==> src/hdl/hfp_pkg.sv <==
// shared types, constants and tangent threshold table for the heading pipeline
package hfp_pkg;

    localparam int unsigned CoordW  = 32;
    localparam int unsigned IdxW    = 6;
    localparam int unsigned ThrW    = 14;
    localparam int unsigned HeadW   = 8;
    localparam int unsigned SearchN = 6;

    localparam logic [HeadW-1:0] HeadUp    = 8'd0;
    localparam logic [HeadW-1:0] HeadRight = 8'd64;
    localparam logic [HeadW-1:0] HeadDown  = 8'd128;
    localparam logic [HeadW-1:0] HeadLeft  = 8'd192;

    // payload carried from the front end through the search stages
    typedef struct packed {
        logic              dx_zero;
        logic              down;
        logic              den_neg;
        logic              neg;
        logic [CoordW-1:0] num;
        logic [CoordW-1:0] den;
        logic [IdxW-1:0]   cnt;
    } hfp_stage_t;

    // tangent threshold plus one; the last entry never takes part in the search
    function automatic logic [ThrW-1:0] tan_plus1(input logic [IdxW-1:0] idx);
        logic [ThrW-1:0] t;
        case (idx)
            6'd0:  t = 14'd8;
            6'd1:  t = 14'd14;
            6'd2:  t = 14'd20;
            6'd3:  t = 14'd27;
            6'd4:  t = 14'd33;
            6'd5:  t = 14'd39;
            6'd6:  t = 14'd46;
            6'd7:  t = 14'd52;
            6'd8:  t = 14'd59;
            6'd9:  t = 14'd66;
            6'd10: t = 14'd72;
            6'd11: t = 14'd79;
            6'd12: t = 14'd86;
            6'd13: t = 14'd93;
            6'd14: t = 14'd100;
            6'd15: t = 14'd108;
            6'd16: t = 14'd115;
            6'd17: t = 14'd123;
            6'd18: t = 14'd130;
            6'd19: t = 14'd138;
            6'd20: t = 14'd147;
            6'd21: t = 14'd155;
            6'd22: t = 14'd164;
            6'd23: t = 14'd173;
            6'd24: t = 14'd182;
            6'd25: t = 14'd191;
            6'd26: t = 14'd201;
            6'd27: t = 14'd212;
            6'd28: t = 14'd222;
            6'd29: t = 14'd234;
            6'd30: t = 14'd245;
            6'd31: t = 14'd257;
            6'd32: t = 14'd270;
            6'd33: t = 14'd284;
            6'd34: t = 14'd298;
            6'd35: t = 14'd313;
            6'd36: t = 14'd330;
            6'd37: t = 14'd347;
            6'd38: t = 14'd365;
            6'd39: t = 14'd385;
            6'd40: t = 14'd406;
            6'd41: t = 14'd429;
            6'd42: t = 14'd453;
            6'd43: t = 14'd480;
            6'd44: t = 14'd510;
            6'd45: t = 14'd543;
            6'd46: t = 14'd579;
            6'd47: t = 14'd620;
            6'd48: t = 14'd665;
            6'd49: t = 14'd717;
            6'd50: t = 14'd776;
            6'd51: t = 14'd845;
            6'd52: t = 14'd927;
            6'd53: t = 14'd1024;
            6'd54: t = 14'd1142;
            6'd55: t = 14'd1288;
            6'd56: t = 14'd1477;
            6'd57: t = 14'd1727;
            6'd58: t = 14'd2077;
            6'd59: t = 14'd2601;
            6'd60: t = 14'd3472;
            6'd61: t = 14'd5212;
            6'd62: t = 14'd10430;
            default: t = '1;
        endcase
        return t;
    endfunction

endpackage

==> src/hdl/hfp_search.sv <==
// one binary search step over the tangent thresholds: multiply and compare
module hfp_search (
    input  logic                clk,
    input  logic                rst_n,
    input  logic                en,
    input  logic [2:0]          step,
    input  logic                valid_in,
    input  hfp_pkg::hfp_stage_t stage_in,
    output logic                valid_out,
    output hfp_pkg::hfp_stage_t stage_out
);
    import hfp_pkg::*;

    logic                   valid_reg;
    hfp_stage_t             stage_reg;
    hfp_stage_t             stage_next;
    logic [IdxW-1:0]        cand;
    logic [ThrW-1:0]        thr;
    logic [CoordW+ThrW-1:0] prod;
    logic                   hit;

    always_comb
    begin
        cand = stage_in.cnt | (IdxW'(1) << step);
        thr  = tan_plus1(cand - 1'b1);
        prod = stage_in.den * thr;
        // quotient exceeds threshold exactly when num >= (t + 1) * den
        hit  = {{ThrW{1'b0}}, stage_in.num} >= prod;
        stage_next     = stage_in;
        stage_next.cnt = hit ? cand : stage_in.cnt;
    end

    always_ff @(posedge clk or negedge rst_n)
    begin
        if (!rst_n)
        begin
            valid_reg <= 1'b0;
        end
        else if (en)
        begin
            valid_reg <= valid_in;
        end
    end

    always_ff @(posedge clk)
    begin
        if (en)
        begin
            stage_reg <= stage_next;
        end
    end

    assign valid_out = valid_reg;
    assign stage_out = stage_reg;

endmodule

==> config.mk <==
export PLATFORM = sky130hd
export DESIGN_NAME = hfp_search
export DESIGN_NICKNAME = d
export VERILOG_FILES = /design/src/hdl/hfp_pkg.sv /design/src/hdl/hfp_search.sv
export SDC_FILE = /design/constraint.sdc
export NUM_CORES = 1
export LEC_CHECK = 0
export BUFFER_PORTS_ARGS = -buffer_cell sky130_fd_sc_hd__buf_2
export CAP_MARGIN = 20
export CORE_ASPECT_RATIO = 0.8
export CORE_MARGIN = 2
export CORE_UTILIZATION = 45
export CTS_CLUSTER_DIAMETER = 150
export DETAILED_ROUTE_END_ITERATION = 8
export SYNTH_ARGS = -nofsm -noshare
export SYNTH_HDL_FRONTEND = slang
export SYNTH_SLANG_ARGS = --single-unit
==> constraint.sdc <==
create_clock -name clk -period 2.3 [get_ports clk]
set_clock_uncertainty 0.1 [all_clocks]
set_input_delay 0.23 -clock clk [delete_from_list [all_inputs] [get_ports clk]]
set_output_delay 0.23 -clock clk [all_outputs]
set_load 0.01 [all_outputs]
==> reports/metrics.yaml <==
logic_synthesis:
  syn_inst: 2004
  ys_ff_latch: 75
  syn_nets: 2600
  synthDominantAreaCellType: "fa_1"
  synthFlopType: "edfxtp_1"
  synth_common_cells: "fa_1, nand2_1, inv_1"
  yosys-mux-area-fraction: 0.00628
  synth_top_family_by_area: "adder cells"
  syn_area_per_cell_sq_um: 9.25
  synth_seq_area_share: 0.121
  synth_xor_area_frac: 0.0220
  synth_enable_flop_cells: 74
  synth-warning-count: 0
  syn_area_sq_um: 18500
  yosysTopAreaCellShare: 0.386
  async_flop_share: 0.0133
  ys_types: 78
  synth_compound_area_frac: 0.0970
  synth-simple-area-share: 0.174
  synth.most_common_cell: "fa_1"
  yosys.area_share.adder: 0.492
  yosys-top-cells-area: "fa_1, edfxtp_1, ha_1"
worst_setup_path:
  critPathKind: "in -> reg"
  critical-path-top-delay-family: "adder cells"
  slowest_stage: "fa_1"
  critPathMaxFanout: 6
  critPathArrivalTime_ns: 9.80
  critPathMaxStageDelay_ns: 0.56
  worstRegToRegCells: 1
  path_depth: 44
  cpMostUsedCell: "fa_1"
  crit_path_end_kind: "flip-flop"
  critPathRequiredTime_ns: 2.45
  path_buf_inv: 11
  start_kind: "primary input"
placement:
  place.gp.congestion: 0.965
  placed_area_sq_um: 23000
  dpl.hpwl_microns: 47000
  portBuffers: 155
cells_and_area:
  area_growth_pct: 34.8
  drive_above_1_share: 0.306
  fin_nets: 3158
  fin_area_sq_um: 25000
routing:
  wl_per_cell_microns: 18.4
  post-route-drc-count: 0
  drt_first_pass_iters: 5
  drt_iter0_drc: 1062
  wirelength_microns: 57200
  vias: 16400
  ant_nets: 0
  viasPerCell: 5.27
sta:
  hold_slack_ns: 0.0765
  hold_viol_final: 0
  worst_pin_slew_ns: 0.462
  layout_min_cycle_time_ns: 9.65
  setup-violations-final: 6
  rsz0062_at_grt: "yes"
  fmax_mhz: 104
  final_max_slew_viol_count: 0
  max-slew-margin-rel: 0.692
  setup_ws_ns: -7.35
  fin_crit_sh: 4.20
clock_network:
  root_buffer: "clkbuf_16"
  cts_max_level: 3
  path_clk_slew_ns: 0.07
  cts_buffers: 9
  ctsLongestPathBuffers: 2
  clkSinkCount: 75
  cts_tree: "yes"
  clock_latency_ns: 0.38
global_routing:
  grt_max_degree: 28
  antenna_found_initial: 0
  gr-total-overflow: 0
  grt_pass1_wl_microns: 91100
  track_usage: 0.276
  grt_pass1_vias: 17100
floorplan:
  die_h_microns: 185
  initial_core_util: 0.456
  core_region_area_sq_um: 40600
  chipWidth_microns: 231
  dieArea_sq_um: 42800
  fp-row-count: 66
  ios: 156
status:
  violations: "setup timing"
  status: "complete, but fails checks"
worst_hold_path:
  hold_class: "in -> async"
run:
  max-cap-violations: 0
## stage by stage
stage	worst slack, ns	TNS, ns	instances	util
finish	-7.35	-44.04	3112	0.615
CTS	-7.12	-42.68	3086	0.602
global placement	-7.73	-46.33	2996	0.565
global route	-7.70	-46.14	3111	0.615
floorplan	-7.02	-42.12	2004	-
detailed placement	-7.91	-47.35	2996	0.565
## cells by family (layout without fill, tap and decap cells)
family                     count (synthesis)  after routing
muxes                                      9              9
AOI/OAI and AO/OA                        277            278
adders and majority gates                515            515
and+or+nand+nor                          674            674
buffers and inverters                    410            971
xor gates and xnor gates                  44             45
other                                      0              1
DFF                                       75             75
## worst paths after layout
path                                       start                     end  slack, ns
max                                      step[0]  stage_out[0]$_DFFE_PP_      -7.35
max in group asynchronous                  rst_n   valid_out$_DFFE_PN0P_       1.93
min in group clk                     stage_in[6]  stage_out[6]$_DFFE_PP_       0.08
min reg2reg                valid_out$_DFFE_PN0P_   valid_out$_DFFE_PN0P_       0.45
min                                        rst_n   valid_out$_DFFE_PN0P_       0.08
max reg2reg                valid_out$_DFFE_PN0P_   valid_out$_DFFE_PN0P_       1.42
## area by class of cell
cell class                 instances  area [sq um]
fill                            3535         15600
multi-input combinational       1521         15500
timing repair buffer             662          5160
sequential                        75          2250
inverter                         293          1110
tap                              544           681
clock buffer                      10           239
clock inverter                     6          55.1
antenna                            1          2.50
## flip-flops by register name (all words and copies together) (netlist names)
signal	count
stage_out	74
valid_out	1
## layout by cell type, fill, tap and decap left out, drive strengths merged, types with 10 or more instances in the layout
cell type      n
fa           357
nand3         18
nand4         15
o21a          13
xnor2         23
edfxtp        74
and3          11
and2         191
nand2        343
o21ai         57
nor2          52
inv          295
a211oi        11
buf          623
nor3          15
a21oi         89
ha           158
clkbuf        10
a21o          17
a31oi         16
dlygate4sd3   38
o211ai        10
xor2          22
## layer usage
| metal | track usage | up-vias | wire (microns) |
|---|---|---|---|
| met1 | 0.374 | 8326 | 25200 |
| met2 | 0.465 | 510 | 27300 |
| met5 | 0 | - | 0 |
| met4 | 0.0792 | 0 | 1400 |
| li1 | - | 7490 | - |
| met3 | 0.0384 | 83 | 3250 |
## timing repair
item / in CTS / in global routing
hold endpoints to repair: 38 / 0
buffers inserted: 33 / 24
pin swaps: 44 / 67
endpoints found under the setup margin: 6 / 6
resized for setup: 93 / 62
hold buffers: 38 / 0
cloned: 3 / 1
Power is left out: the tool's default activity adds up to more than one toggle a clock period on the data nets, which glitch-free logic cannot reach.
